===== config.mk =====
export PLATFORM = sky130hd
export DESIGN_NAME = tx_ring_with_space_wake
export DESIGN_NICKNAME = d
export VERILOG_FILES = /design/src/design/txr_pkg.sv /design/src/design/tx_ring_with_space_wake.sv /design/src/design/txr_ctrl.sv /design/src/design/txr_dp.sv
export SDC_FILE = /design/constraint.sdc
export NUM_CORES = 1
export LEC_CHECK = 0
export BUFFER_PORTS_ARGS = -buffer_cell sky130_fd_sc_hd__clkbuf_2
export CAP_MARGIN = 20
export CELL_PAD_IN_SITES_DETAIL_PLACEMENT = 1
export CELL_PAD_IN_SITES_GLOBAL_PLACEMENT = 2
export CORE_MARGIN = 2
export CORE_UTILIZATION = 30
export DETAILED_ROUTE_END_ITERATION = 8
export PLACE_DENSITY_LB_ADDON = 0.1
export SETUP_SLACK_MARGIN = 0.15
export SKIP_LAST_GASP = 1
export SYNTH_ARGS = -nofsm -noshare
export SYNTH_HDL_FRONTEND = slang
export SYNTH_HIERARCHICAL = 1
export SYNTH_SLANG_ARGS = --single-unit

===== constraint.sdc =====
create_clock -name i_clk -period 7.4 [get_ports i_clk]
set_input_delay 0.37 -clock i_clk [delete_from_list [all_inputs] [get_ports i_clk]]
set_output_delay 0.37 -clock i_clk [all_outputs]
set_load 0.02 [all_outputs]

===== src/design/txr_pkg.sv =====
`timescale 1ns / 1ps

package txr_pkg;

    localparam int DEPTH_DEF = 64;

    typedef enum logic [1:0] {
        ACT_PUSH = 2'd0,
        ACT_POP  = 2'd1,
        ACT_WAIT = 2'd2,
        ACT_NONE = 2'd3
    } t_action;

    typedef enum logic [1:0] {
        STS_DONE      = 2'd0,
        STS_FULL      = 2'd1,
        STS_TOO_LARGE = 2'd2,
        STS_MUST_WAIT = 2'd3
    } t_status;

    typedef enum logic {
        ST_IDLE = 1'b0,
        ST_EXEC = 1'b1
    } t_state;

    typedef struct packed {
        logic capture;
        logic commit;
    } t_cmd;

    typedef struct packed {
        logic out_busy;
    } t_stat;

endpackage


===== src/design/tx_ring_with_space_wake.sv =====
`timescale 1ns / 1ps
// Channel   Handshake                 Beat contents
// input     i_in_valid / o_in_ready   i_action, i_data_byte, i_want_space
// output    o_out_valid / i_out_ready o_tx_valid, o_tx_byte, o_status, o_tx_idle,
//                                     o_wake, o_start_transmit, o_free_count
//
// Each item is captured in the idle state, which also reads the ring memory at the
// read index; the execute state updates the indices, threshold and result register.
// A new item is taken only in the idle state, after the last one has been committed.
// Reset clears the indices, the count and the threshold; ring contents are not cleared.
// A result that waits holds the next captured item in its execute cycle until taken.

module tx_ring_with_space_wake #(
    parameter int DEPTH = txr_pkg::DEPTH_DEF
) (
    input  logic              i_clk,
    input  logic              i_rst_n,
    input  logic              i_in_valid,
    output logic              o_in_ready,
    input  logic [1:0]        i_action,
    input  logic [7:0]        i_data_byte,
    input  logic signed [8:0] i_want_space,
    output logic              o_out_valid,
    input  logic              i_out_ready,
    output logic              o_tx_valid,
    output logic [7:0]        o_tx_byte,
    output logic [1:0]        o_status,
    output logic              o_tx_idle,
    output logic              o_wake,
    output logic              o_start_transmit,
    output logic [7:0]        o_free_count
);
    import txr_pkg::*;

    t_cmd  cmd;
    t_stat stat;

    txr_ctrl u_ctrl (
        .i_clk      (i_clk),
        .i_rst_n    (i_rst_n),
        .i_in_valid (i_in_valid),
        .o_in_ready (o_in_ready),
        .i_stat     (stat),
        .o_cmd      (cmd)
    );

    txr_dp #(
        .DEPTH (DEPTH)
    ) u_dp (
        .i_clk            (i_clk),
        .i_rst_n          (i_rst_n),
        .i_cmd            (cmd),
        .o_stat           (stat),
        .i_action         (i_action),
        .i_data_byte      (i_data_byte),
        .i_want_space     (i_want_space),
        .o_out_valid      (o_out_valid),
        .i_out_ready      (i_out_ready),
        .o_tx_valid       (o_tx_valid),
        .o_tx_byte        (o_tx_byte),
        .o_status         (o_status),
        .o_tx_idle        (o_tx_idle),
        .o_wake           (o_wake),
        .o_start_transmit (o_start_transmit),
        .o_free_count     (o_free_count)
    );

endmodule


===== src/design/txr_ctrl.sv =====
`timescale 1ns / 1ps

module txr_ctrl (
    input  logic          i_clk,
    input  logic          i_rst_n,
    input  logic          i_in_valid,
    output logic          o_in_ready,
    input  txr_pkg::t_stat i_stat,
    output txr_pkg::t_cmd  o_cmd
);
    import txr_pkg::*;

    t_state r_state;
    t_state n_state;

    always_ff @(posedge i_clk) begin
        if (!i_rst_n) begin
            r_state <= ST_IDLE;
        end else begin
            r_state <= n_state;
        end
    end

    always_comb begin
        n_state = r_state;
        case (r_state)
            ST_IDLE: begin
                if (i_in_valid) begin
                    n_state = ST_EXEC;
                end
            end
            ST_EXEC: begin
                if (!i_stat.out_busy) begin
                    n_state = ST_IDLE;
                end
            end
            default: n_state = ST_IDLE;
        endcase
    end

    always_comb begin
        o_in_ready  = 1'b0;
        o_cmd       = '0;
        case (r_state)
            ST_IDLE: begin
                o_in_ready  = 1'b1;
                o_cmd.capture = i_in_valid;
            end
            ST_EXEC: begin
                o_cmd.commit = !i_stat.out_busy;
            end
            default: begin
                o_in_ready = 1'b0;
            end
        endcase
    end

endmodule


===== src/design/txr_dp.sv =====
`timescale 1ns / 1ps

module txr_dp #(
    parameter int DEPTH = txr_pkg::DEPTH_DEF
) (
    input  logic              i_clk,
    input  logic              i_rst_n,
    input  txr_pkg::t_cmd     i_cmd,
    output txr_pkg::t_stat    o_stat,
    input  logic [1:0]        i_action,
    input  logic [7:0]        i_data_byte,
    input  logic signed [8:0] i_want_space,
    output logic              o_out_valid,
    input  logic              i_out_ready,
    output logic              o_tx_valid,
    output logic [7:0]        o_tx_byte,
    output logic [1:0]        o_status,
    output logic              o_tx_idle,
    output logic              o_wake,
    output logic              o_start_transmit,
    output logic [7:0]        o_free_count
);
    import txr_pkg::*;

    localparam int IW = $clog2(DEPTH);
    localparam logic [IW-1:0] LAST_IDX = IW'(DEPTH - 1);
    localparam logic [IW-1:0] MAX_CNT = IW'(DEPTH - 1);
    localparam logic signed [8:0] MAX_WANT = 9'(DEPTH - 1);
    localparam logic [8:0] FREE_TOP = 9'(DEPTH - 1);

    logic [7:0] r_mem [DEPTH];
    logic [7:0] r_rd_data;

    logic [1:0]        r_action;
    logic [7:0]        r_byte;
    logic signed [8:0] r_want;

    logic [IW-1:0]     r_wr, n_wr;
    logic [IW-1:0]     r_rd, n_rd;
    logic [IW-1:0]     r_cnt, n_cnt;
    logic signed [8:0] r_thr, n_thr;

    logic        r_out_valid;
    logic        r_out_tx_valid, n_out_tx_valid;
    logic [7:0]  r_out_tx_byte, n_out_tx_byte;
    t_status     r_out_status, n_out_status;
    logic        r_out_tx_idle, n_out_tx_idle;
    logic        r_out_wake, n_out_wake;
    logic        r_out_start, n_out_start;
    logic [7:0]  r_out_free, n_out_free;

    logic        wr_en;
    logic [8:0]  free_now;
    logic [8:0]  free_after;
    logic        met;

    function automatic logic [IW-1:0] next_slot(input logic [IW-1:0] idx);
        next_slot = (idx == LAST_IDX) ? '0 : idx + IW'(1);
    endfunction

    assign o_stat.out_busy = r_out_valid && !i_out_ready;

    always_ff @(posedge i_clk) begin
        if (i_cmd.capture) begin
            r_action <= i_action;
            r_byte   <= i_data_byte;
            r_want   <= i_want_space;
        end
    end

    always_ff @(posedge i_clk) begin
        if (wr_en) begin
            r_mem[r_wr] <= r_byte;
        end
        r_rd_data <= r_mem[r_rd];
    end

    assign free_now = FREE_TOP - 9'(r_cnt);

    always_comb begin
        n_wr           = r_wr;
        n_rd           = r_rd;
        n_cnt          = r_cnt;
        n_thr          = r_thr;
        wr_en          = 1'b0;
        met            = 1'b1;
        n_out_tx_valid = 1'b0;
        n_out_tx_byte  = '0;
        n_out_status   = STS_DONE;
        n_out_tx_idle  = 1'b0;
        n_out_wake     = 1'b0;
        n_out_start    = 1'b0;
        free_after     = free_now;
        case (t_action'(r_action))
            ACT_PUSH: begin
                if (r_cnt == MAX_CNT) begin
                    n_out_status = STS_FULL;
                    if (r_thr == '0) begin
                        n_thr = 9'sd1;
                    end
                end else begin
                    wr_en       = i_cmd.commit;
                    n_out_start = (r_cnt == '0);
                    n_wr        = next_slot(r_wr);
                    n_cnt       = r_cnt + IW'(1);
                    free_after  = free_now - 9'd1;
                end
            end
            ACT_POP: begin
                if (r_cnt != '0) begin
                    n_out_tx_valid = 1'b1;
                    n_out_tx_byte  = r_rd_data;
                    n_rd           = next_slot(r_rd);
                    n_cnt          = r_cnt - IW'(1);
                    free_after     = free_now + 9'd1;
                end
                if (n_cnt == '0) begin
                    n_out_tx_idle = 1'b1;
                    if (r_thr != '0) begin
                        n_thr      = '0;
                        n_out_wake = 1'b1;
                    end
                end else if (r_thr > 9'sd0 && $signed(free_after) >= r_thr) begin
                    n_thr      = '0;
                    n_out_wake = 1'b1;
                end
            end
            ACT_WAIT: begin
                if (r_want > MAX_WANT) begin
                    n_out_status = STS_TOO_LARGE;
                end else begin
                    if (r_want[8]) begin
                        met = (r_cnt == '0);
                    end else begin
                        met = ($signed(free_now) >= r_want);
                    end
                    if (!met) begin
                        n_out_status = STS_MUST_WAIT;
                        if (r_thr == '0) begin
                            n_thr = r_want;
                        end
                    end
                end
            end
            default: begin
                n_out_status = STS_DONE;
            end
        endcase
        n_out_free = free_after[7:0];
    end

    always_ff @(posedge i_clk) begin
        if (!i_rst_n) begin
            r_wr        <= '0;
            r_rd        <= '0;
            r_cnt       <= '0;
            r_thr       <= '0;
            r_out_valid <= 1'b0;
        end else begin
            if (i_cmd.commit) begin
                r_wr        <= n_wr;
                r_rd        <= n_rd;
                r_cnt       <= n_cnt;
                r_thr       <= n_thr;
                r_out_valid <= 1'b1;
            end else if (i_out_ready) begin
                r_out_valid <= 1'b0;
            end
        end
    end

    always_ff @(posedge i_clk) begin
        if (i_cmd.commit) begin
            r_out_tx_valid <= n_out_tx_valid;
            r_out_tx_byte  <= n_out_tx_byte;
            r_out_status   <= n_out_status;
            r_out_tx_idle  <= n_out_tx_idle;
            r_out_wake     <= n_out_wake;
            r_out_start    <= n_out_start;
            r_out_free     <= n_out_free;
        end
    end

    assign o_out_valid      = r_out_valid;
    assign o_tx_valid       = r_out_tx_valid;
    assign o_tx_byte        = r_out_tx_byte;
    assign o_status         = r_out_status;
    assign o_tx_idle        = r_out_tx_idle;
    assign o_wake           = r_out_wake;
    assign o_start_transmit = r_out_start;
    assign o_free_count     = r_out_free;

    a_cnt_range: assert property (@(posedge i_clk) disable iff (!i_rst_n)
        r_cnt <= MAX_CNT)
        else $error("Ring count exceeds capacity.");

    a_empty_idx: assert property (@(posedge i_clk) disable iff (!i_rst_n)
        (r_cnt == '0) |-> (r_wr == r_rd))
        else $error("Empty ring with unequal indices.");

    a_commit_out: assert property (@(posedge i_clk) disable iff (!i_rst_n)
        i_cmd.commit |-> !(r_out_valid && !i_out_ready))
        else $error("Result committed over a waiting beat.");

    a_wake_clear: assert property (@(posedge i_clk) disable iff (!i_rst_n)
        (r_out_valid && r_out_wake) |-> (r_thr == '0))
        else $error("Threshold still armed after wake.");

endmodule

# ---- Word level (Yosys, flattened, before mapping)
# Memories as Yosys holds them, arrays and structs flattened. A register that Yosys moved wholly into a read port is not among the register bits.
# Index checks and enable logic that the tools add are counted.
dict set report totals {
  register_bits 70
  ramBits 512
  inputBits 23
  word_cells 106
  memories 1
}
dict set report op_classes {
  n_addsub 7
  order_cmp 4
  eq_ne 13
  mux 43
  bitwise_logic 3
  reduce_logical 19
}
# memory words word_bits read_ports rd_clocked_by_memory_dff wr line
set mem_list {}
lappend mem_list {u_dp.r_mem 64 8 1 1 1 txr_dp.sv:31} ;# logic [7:0] r_mem [DEPTH];
# op count
set op_table {}
lappend op_table {{9-bit 2-to-1 mux} 10}
lappend op_table {{6-bit 2-to-1 mux} 5}
lappend op_table {{9-bit one-hot mux with 3 select lines} 1}
lappend op_table {{1-bit 2-to-1 mux} 20}
lappend op_table {{6-bit by 1-bit adder with 6-bit output, second input constant} 3}
lappend op_table {{6-bit equality test, second input constant} 3}
lappend op_table {{8-bit one-hot mux with 2 select lines} 1}
lappend op_table {{6-bit logical NOT} 2}
lappend op_table {{6-bit one-hot mux with 2 select lines} 1}
lappend op_table {{9-bit by 1-bit adder with 9-bit output, second input constant} 1}
lappend op_table {{7-bit by 9-bit greater-or-equal comparator with 1-bit output} 1}
lappend op_table {{9-bit greater-or-equal comparator} 1}
lappend op_table {{9-bit by 1-bit > comparator with 1-bit output, second input constant} 1}
lappend op_table {{9-bit by 7-bit > comparator with 1-bit output, second input constant} 1}
lappend op_table {{9-bit logical NOT} 1}
lappend op_table {{3-bit AND reduction} 3}
lappend op_table {{9-bit AND reduction} 1}
lappend op_table {{9-bit nonzero test} 1}
lappend op_table {{8-bit 2-to-1 mux} 1}
lappend op_table {{8-bit by 1-bit subtractor with 8-bit output, second input constant} 1}
lappend op_table {{6-bit by 6-bit subtractor with 7-bit output, first input constant} 1}
lappend op_table {{2-bit by 1-bit != test with 1-bit output, second input constant} 3}
lappend op_table {{2-bit != test, second input constant} 3}
lappend op_table {{6-bit nonzero test} 1}
lappend op_table {{16 further kinds} 22}

# ---- Logic depth before layout (Yosys ltp)
# Gate-level depths: netlist (run 1).
dict set report depth {
  word_depth 9
  depth_mapped 18
  mapped_depth_nobuf 13
}

# ---- Modules after synthesis
# Netlist (run 1), hierarchy kept.
# mod instances cells_per_inst area_per_inst_um2
set modules_own_cells {}
lappend modules_own_cells {txr_dp 1 1247 23289.8}
lappend modules_own_cells {txr_ctrl 1 6 47.5}

# ---- Least setup slack after synthesis (run 1)
# OpenSTA, ideal clock, no wires.
dict set report synth_timing {
  path_kind {flip-flop to flip-flop}
  startpoint {register u_dp.r_out_valid (netlist: u_dp/o_out_valid)}
  endpoint {memory u_dp.r_mem[59][0], enable pin}
  setup_ps 371
  arrival_ps 3120
  path_slack_ps 3910
  stages_incl_launch_ff 9
  path_cell_list {dfxtp_1 -> nor2b_1 -> nor2_1 -> clkbuf_1 -> nor2b_1 -> nand2_1 -> nor2_1 -> nand3_1 -> nor2_1}
}
# element line
set synth_rtl {}
lappend synth_rtl {{start: declaration} txr_dp.sv:43} ;# logic r_out_valid;
lappend synth_rtl {{start signal: assignment} txr_dp.sv:158} ;# r_out_valid <= 1'b0;
lappend synth_rtl {{start signal: assignment} txr_dp.sv:165} ;# r_out_valid <= 1'b1;
lappend synth_rtl {{start signal: assignment} txr_dp.sv:167} ;# r_out_valid <= 1'b0;
lappend synth_rtl {{end: declaration} txr_dp.sv:31}

# ---- Worst setup path in the final report (run 1)
dict set report layout_timing {
  startpoint {register u_dp.r_cnt[0]}
  endpoint {memory u_dp.r_mem[3][4], enable pin}
}
dict set report layout_via {
  elab_chain_cells 5
}
# element line
set layout_lines {}
lappend layout_lines {{start: declaration} txr_dp.sv:40} ;# logic [IW-1:0] r_cnt, n_cnt;
lappend layout_lines {{start signal: assignment} txr_dp.sv:163} ;# r_cnt <= n_cnt;
lappend layout_lines {{6-bit equality test} txr_dp.sv:96} ;# if (r_cnt == MAX_CNT) begin
lappend layout_lines {{1-bit 2-to-1 mux} txr_dp.sv:96}
lappend layout_lines {{1-bit 2-to-1 mux} txr_dp.sv:94} ;# case (t_action'(r_action))
lappend layout_lines {{1-bit 2-to-1 mux} txr_dp.sv:72} ;# if (wr_en) begin
lappend layout_lines {{1-bit 2-to-1 mux (implied by the code)} txr_dp.sv:73} ;# r_mem[r_wr] <= r_byte;
# Every way passes these cells.

==> run metrics, run 1 <==
routed vias=11900; initial antenna violation count=3; total grt overflow=0; Hold Fails Final Rpt=0; XOR/XNOR Fraction of Synth Area=less than 1%; Sequential Power Share=50.2%; R2R Setup Slk=3310 ps; synthesized area=23300 sq um; Post-CTS Resized=0; Place WS=3280 ps; Overall Global Routing Usage=~16%; Die H=283 microns; H-Tree Depth=3; vias per cell=4.88; drt first pass iters=5; final non-filler cell total=2433; antenna cells=0; layout cells sized above 1=22.1%; register bit total from synthesis=590; worst hold margin=135 ps; status=finished, final reports clean; register area share after synthesis=74.3%; Worst setup EP type=flop; Initial Util=a little under a third; Post-synth EDFFs=553; drt first-iter violations=between 800 and 900; # Max-Cap Violations=0; crit path cell chain=ha_1 -> and3_1 -> a31oi_1 -> nand2_1 -> nor2_1 -> nand3_1 -> nor2_1; CTS tree=yes; Final Max Slew Viols=0; Max Freq=between 0.2 and 0.25 GHz; post-synthesis mux area share=12.8%; CTS max path bufs=3; warnings from Yosys=6; row cnt=102; CP required=between 7000 and 8000 ps; compound-gate portion of the synthesized area=5.14%; area post-placement=24800 sq um; final worst slack=3310 ps; largest net degree at the start of global routing=slightly below 100; vias in the first global route=roughly 13000; DRT Wirelength=62100 microns; Post-Synth Adder-Cell Area=0.911%; final setup fails=0; die area=between 80000 and 90000 sq um; main combinational cell family by area after synthesis=multiplexers; async set or reset register ratio after synthesis=0%; DP Wirelength=36700 microns; Worst Tran Pin Value=918 ps; switching share of power=20.4%; Port Buffers=46; Total Neg Setup Slack=0 ps; clk slew on worst S/H paths=60 ps; Gate Count Post-Synth=1253; Peak VDD IR=0.000150 V; GPL Wtd Cong=roughly 0.7; clock power share=between 40% and 50%; Finished Core Util=about a third; die extent in x=roughly 280 microns; commonest non-fill, non-tap cell in the layout=edfxtp_1; number of nets with antenna violations after routing=0; P per Cell Area=269 nW/um^2; mean post-synth cell area=18.6 sq um; # clock sinks=a little under 600; Leakage Power=8.44 nW; Synth-to-Final Area Change=16.9%; Sw Pwr=1.50 mW; Rel. slew slack=38.6%; most frequent cells in the layout=553 x edfxtp_1, 128 x mux4_2, 93 x nor2_1; crit path max-delay cell type=nor2_1; later-pin clock latency in the skew report=~600 ps; # DRC=0; Simple-Gate Fraction of Synth Area=4.73%; Root Driver=clkbuf_16; Core Area=77200 sq um; min-delay worst type=input pin to flop; Int Pwr=slightly below 6 mW; RSZ-0062 raised after global routing=no; IO Count=47; first-pass GRT wire length=92200 microns; total power draw=around 7.3 mW; CP Class=flop to flop; CP startpoint kind=flop; Hold Buf Count CTS=19; Gate power share=2.3%; routed length per instance=25.5 microns; DP Cell Count=between 2000 and 2500; Crit path top cell by count=nor2_1; minimum clock period=4090 ps; Most used DFF post-synth=edfxtp_1; CP max FO=10; post-synthesis cell type count=63; CP peak stage delay=about 860 ps; fin crit share=55.2%; clock skew=27.8 ps; post-route cell area=27300 sq um; Layout Nets=between 1000 and 1500; CTS buffer count=70; # Post-CTS Setup Buffers=0; crit path DAT=4300 ps
[final cells by class]
| class | instances | area (sq um) |
|---|---|---|
| clock buffer | 93 | 1970 |
| tap | 1040 | 1300 |
| sequential | 590 | 17400 |
| timing repair buffer | 85 | 596 |
| clock inverter | 33 | 354 |
| inverter | 18 | 67.6 |
| multi-input combinational | 574 | 5630 |
| fill | 7596 | 49900 |
[logic make-up after synthesis]
group,after synthesis
flip-flops,590
XOR/XNOR,10
AO/OA/AOI/OAI,173
adder cells (fa/ha/maj),17
buffers and inverters,90
multiplexers,139
AND/OR/NAND/NOR,233
other,1
[metal layers]
layer | part of all wire [%] | global-route usage [%] | vias to the layer above
met5 | 0 | 0 | -
met4 | 2.0 | 4.40 | 0
met3 | 3.4 | 2.47 | 80
met2 | 48 | 25.4 | 192
met1 | 47 | 21.8 | 6338
li1 | - | - | 5259
[power by group through the flow]
stage	Clock (mW)	Sequential, mW	Combinational (mW)
global route	3.72	3.67	0.188
CTS	3.60	3.67	0.177
detailed placement	0	3.75	0.169
finish	3.48	3.68	0.168
global placement	0	3.74	0.167
floorplan	0	3.77	0.0617
[worst paths after layout]
kind,from,to,cells after the start
setup / recovery,u_dp/r_cnt[0],u_dp/r_mem[3][4],7
hold / removal,i_out_ready,u_dp/o_out_valid,3
setup reg to reg,u_dp/r_cnt[0],u_dp/r_mem[3][4],7
hold reg to reg,u_dp/r_thr[7],u_dp/r_thr[7],1
[worst max-delay path: cells and delay by family (launching register included)]
kind	cells	cell delay [ps]
adder cells (fa/ha/maj)	1	330
flip-flops	1	420
AO/OA/AOI/OAI	1	570
AND/OR/NAND/NOR	5	2370
[synth_stat cells (3+ instances only)]
library cell | instances | area [sq um]
nand3_1 | 17 | 85.1
nand2_1 | 48 | 180
edfxtp_1 | 553 | 16600
xnor2_1 | 8 | 70.1
nand2b_1 | 5 | 31.3
nand3b_1 | 3 | 22.5
a31oi_1 | 3 | 18.8
o21a_1 | 4 | 30.0
o21ai_1 | 3 | 15.0
o221ai_1 | 7 | 61.3
a21boi_0 | 5 | 37.5
mux2i_1 | 11 | 110
buf_2 | 19 | 95.1
nor3_1 | 13 | 65.1
clkbuf_1 | 42 | 158
ha_1 | 17 | 213
nor2b_1 | 16 | 100
mux4_2 | 128 | 2880
a22oi_1 | 41 | 308
o22ai_1 | 4 | 25.0
a22o_1 | 16 | 140
dfxtp_1 | 37 | 741
buf_1 | 6 | 22.5
a221oi_1 | 9 | 78.8
o21ai_0 | 44 | 220
or3_1 | 5 | 31.3
inv_1 | 17 | 63.8
nor2_1 | 95 | 357
and2_1 | 7 | 43.8
and3_1 | 13 | 81.3
buf_6 | 3 | 33.8
a21oi_1 | 19 | 95.1
nand4_1 | 3 | 18.8
[sequential cells by signal, indices dropped and copies added (netlist names), 2 cells and up]
name / cells
u_dp/o_free_count: 8
u_dp/o_status: 2
u_dp/o_tx_byte: 8
u_dp/r_action: 2
u_dp/r_byte: 8
u_dp/r_cnt: 6
u_dp/r_mem: 512
u_dp/r_rd: 6
u_dp/r_rd_data: 8
u_dp/r_thr: 9
u_dp/r_want: 9
u_dp/r_wr: 6
No activity file was read; power rests on OpenSTA's default activity.
==> run 2, diff against run 1 <==
clock period = 3.3 ns   (was 7.4 ns; I/O delays follow)
==> run 2 against run 1 <==
Core utilization is 1.2 points higher. Worst hold slack better by 39 ps. Largest power group unchanged. Largest cell class unchanged. Critical path type unchanged. Sequential share of layout area is 2.1 points lower. Critical path depth is 3 higher. Sequential cell count stayed put. Combinational power is 130% higher. Cell area is 3.4% higher. Register-to-register slack worse by 3000 ps. Cell count is 4.8% higher. Critical endpoint is now u_dp/r_mem[14][1]. Clock skew is 1.3 ps lower.
==> run metrics, run 2 (same netlist as run 1, synthesis figures left out) <==
largest registers=u_dp/r_mem: 512 flops, u_dp/r_thr: 9 flops, u_dp/r_want: 9 flops; CTS max path bufs=3; most frequent cells in the layout=553 x edfxtp_1, 128 x mux4_2, 121 x buf_4; M2 GR Usage=25.7%; Layout Nets=1492; GPL Wtd Cong=approximately 0.79; total grt overflow=0; Hold Fails Final Rpt=0; fin crit share=89.4%; Port Buffers=46; Initial Util=30.2%; met1 Use GR=a little over a fifth; Die H=283 microns; final non-filler cell total=2549; CP required=3600 ps; total power draw=16.3 mW; Worst setup EP type=flop; clk slew on worst S/H paths=60 ps; # DRC=0; final setup fails=0; # Post-CTS Setup Buffers=0; H-Tree Depth=3; number of nets with antenna violations after routing=0; Crit. Startpoint=u_dp/r_cnt[0]; commonest non-fill, non-tap cell in the layout=edfxtp_1; drt first-iter violations=756; Final Max Slew Viols=0; GRT Max-Usage Layer=met2; reg2reg end=u_dp/r_mem[14][1]; Synth-to-Final Area Change=20.8%; routed vias=~12000; later-pin clock latency in the skew report=610 ps; max reg flops=512; Hold Path Depth=2; hold endpoint=u_ctrl/r_state; initial antenna violation count=0; crit path DAT=3250 ps; layout cells sized above 1=28.3%; vias in the first global route=13200; min-delay worst type=input pin to flop; largest net degree at the start of global routing=65; P per Cell Area=~580 nW/um^2; CTS tree=yes; reg2reg start=u_dp/r_cnt[0]; CP Class=flop to flop; CP max FO=9; routed length per instance=24.7 microns; Root Driver=clkbuf_16; Max Freq=about 0.34 GHz; Overall Global Routing Usage=15.8%; DP Cell Count=roughly 2400; Biggest register=u_dp/r_mem; IO Count=47; drt first pass iters=5; vias per cell=between 4 and 5; minimum clock period=2950 ps; clock skew=26.5 ps; RSZ-0062 raised after global routing=no; # Max-Cap Violations=0; DP Wirelength=39000 microns; R2R Setup Slk=350 ps; die area=80000 sq um; Peak VDD IR=0.000290 V; first-pass GRT wire length=93600 microns; Hold Crit Start=i_rst_n; Worst Reg2Reg Path Length in Cells=10; # clock sinks=590; Finished Core Util=36.5%; Leakage Power=9.05 nW; Core Area=77200 sq um; CP startpoint kind=flop; CTS buffer count=71; global routing usage on met3=under 10%; status=finished, final reports clean; row cnt=roughly 100; Worst Tran Pin Value=1060 ps; Total Neg Setup Slack=0 ps; Rel. slew slack=29.2%; die extent in x=283 microns; DRT Wirelength=62900 microns
==> run 2: layout make-up <==
| class | count | area (sq um) |
|---|---|---|
| sequential | 590 | 17400 |
| clock buffer | 97 | 2020 |
| fill | 7652 | 49000 |
| inverter | 18 | 67.6 |
| antenna | 1 | 2.50 |
| multi-input combinational | 574 | 5650 |
| clock inverter | 32 | 272 |
| timing repair buffer | 197 | 1530 |
| tap | 1040 | 1300 |
==> run 2: stage by stage <==
step / hold WS (ps) / area (sq um) / setup WS [ps]
floorplan: 264 / 23400 / 165
global placement: 343 / 25700 / 263
detailed placement: 344 / 25700 / 189
CTS: 162 / 28200 / 169
global route: 207 / 28200 / 164
finish: 174 / 28200 / 349
==> run 2: repair_timing <==
item | in CTS | in global routing
endpoints found under the hold margin | 25 | 0
endpoints found under the setup margin | 0 | 215
hold buffers | 21 | 0
gates resized for setup | 0 | 5
==> run 2: worst max path at each step <==
stage / endpoint / slack [ps] / cells past startpoint
final: u_dp/r_mem[14][1] / 350 / 10
after global routing: u_dp/r_mem[14][7] / 160 / 10
after CTS: u_dp/r_mem[28][7] / 170 / 9
after detailed placement: u_dp/r_mem[28][1] / 190 / 9
after global placement: u_dp/r_mem[20][7] / 260 / 9
after floorplan: u_dp/r_thr[7] / 170 / 18
==> run 2: critical path, stage by stage (launching register included) <==
cell and delay [ps]:
dfxtp_1 310, buf_4 180, ha_1 270, and3_1 240, a31oi_2 280, buf_4 190
and3_1 360, nand2_1 220, buf_4 240, nor2_1 140, buf_4 210
==> run 2: layer usage <==
| layer | part of all wire, % | wire, microns |
|---|---|---|
| met3 | 3.0 | 1900 |
| met1 | 47 | 29300 |
| met5 | 0 | 0 |
| met2 | 49 | 30600 |
| met4 | 1.7 | 1080 |
==> run 2: where the power goes <==
group	switching [mW]	internal (mW)
logic	0.275	0.118
registers	0.0233	8.22
clock network	3.07	4.60
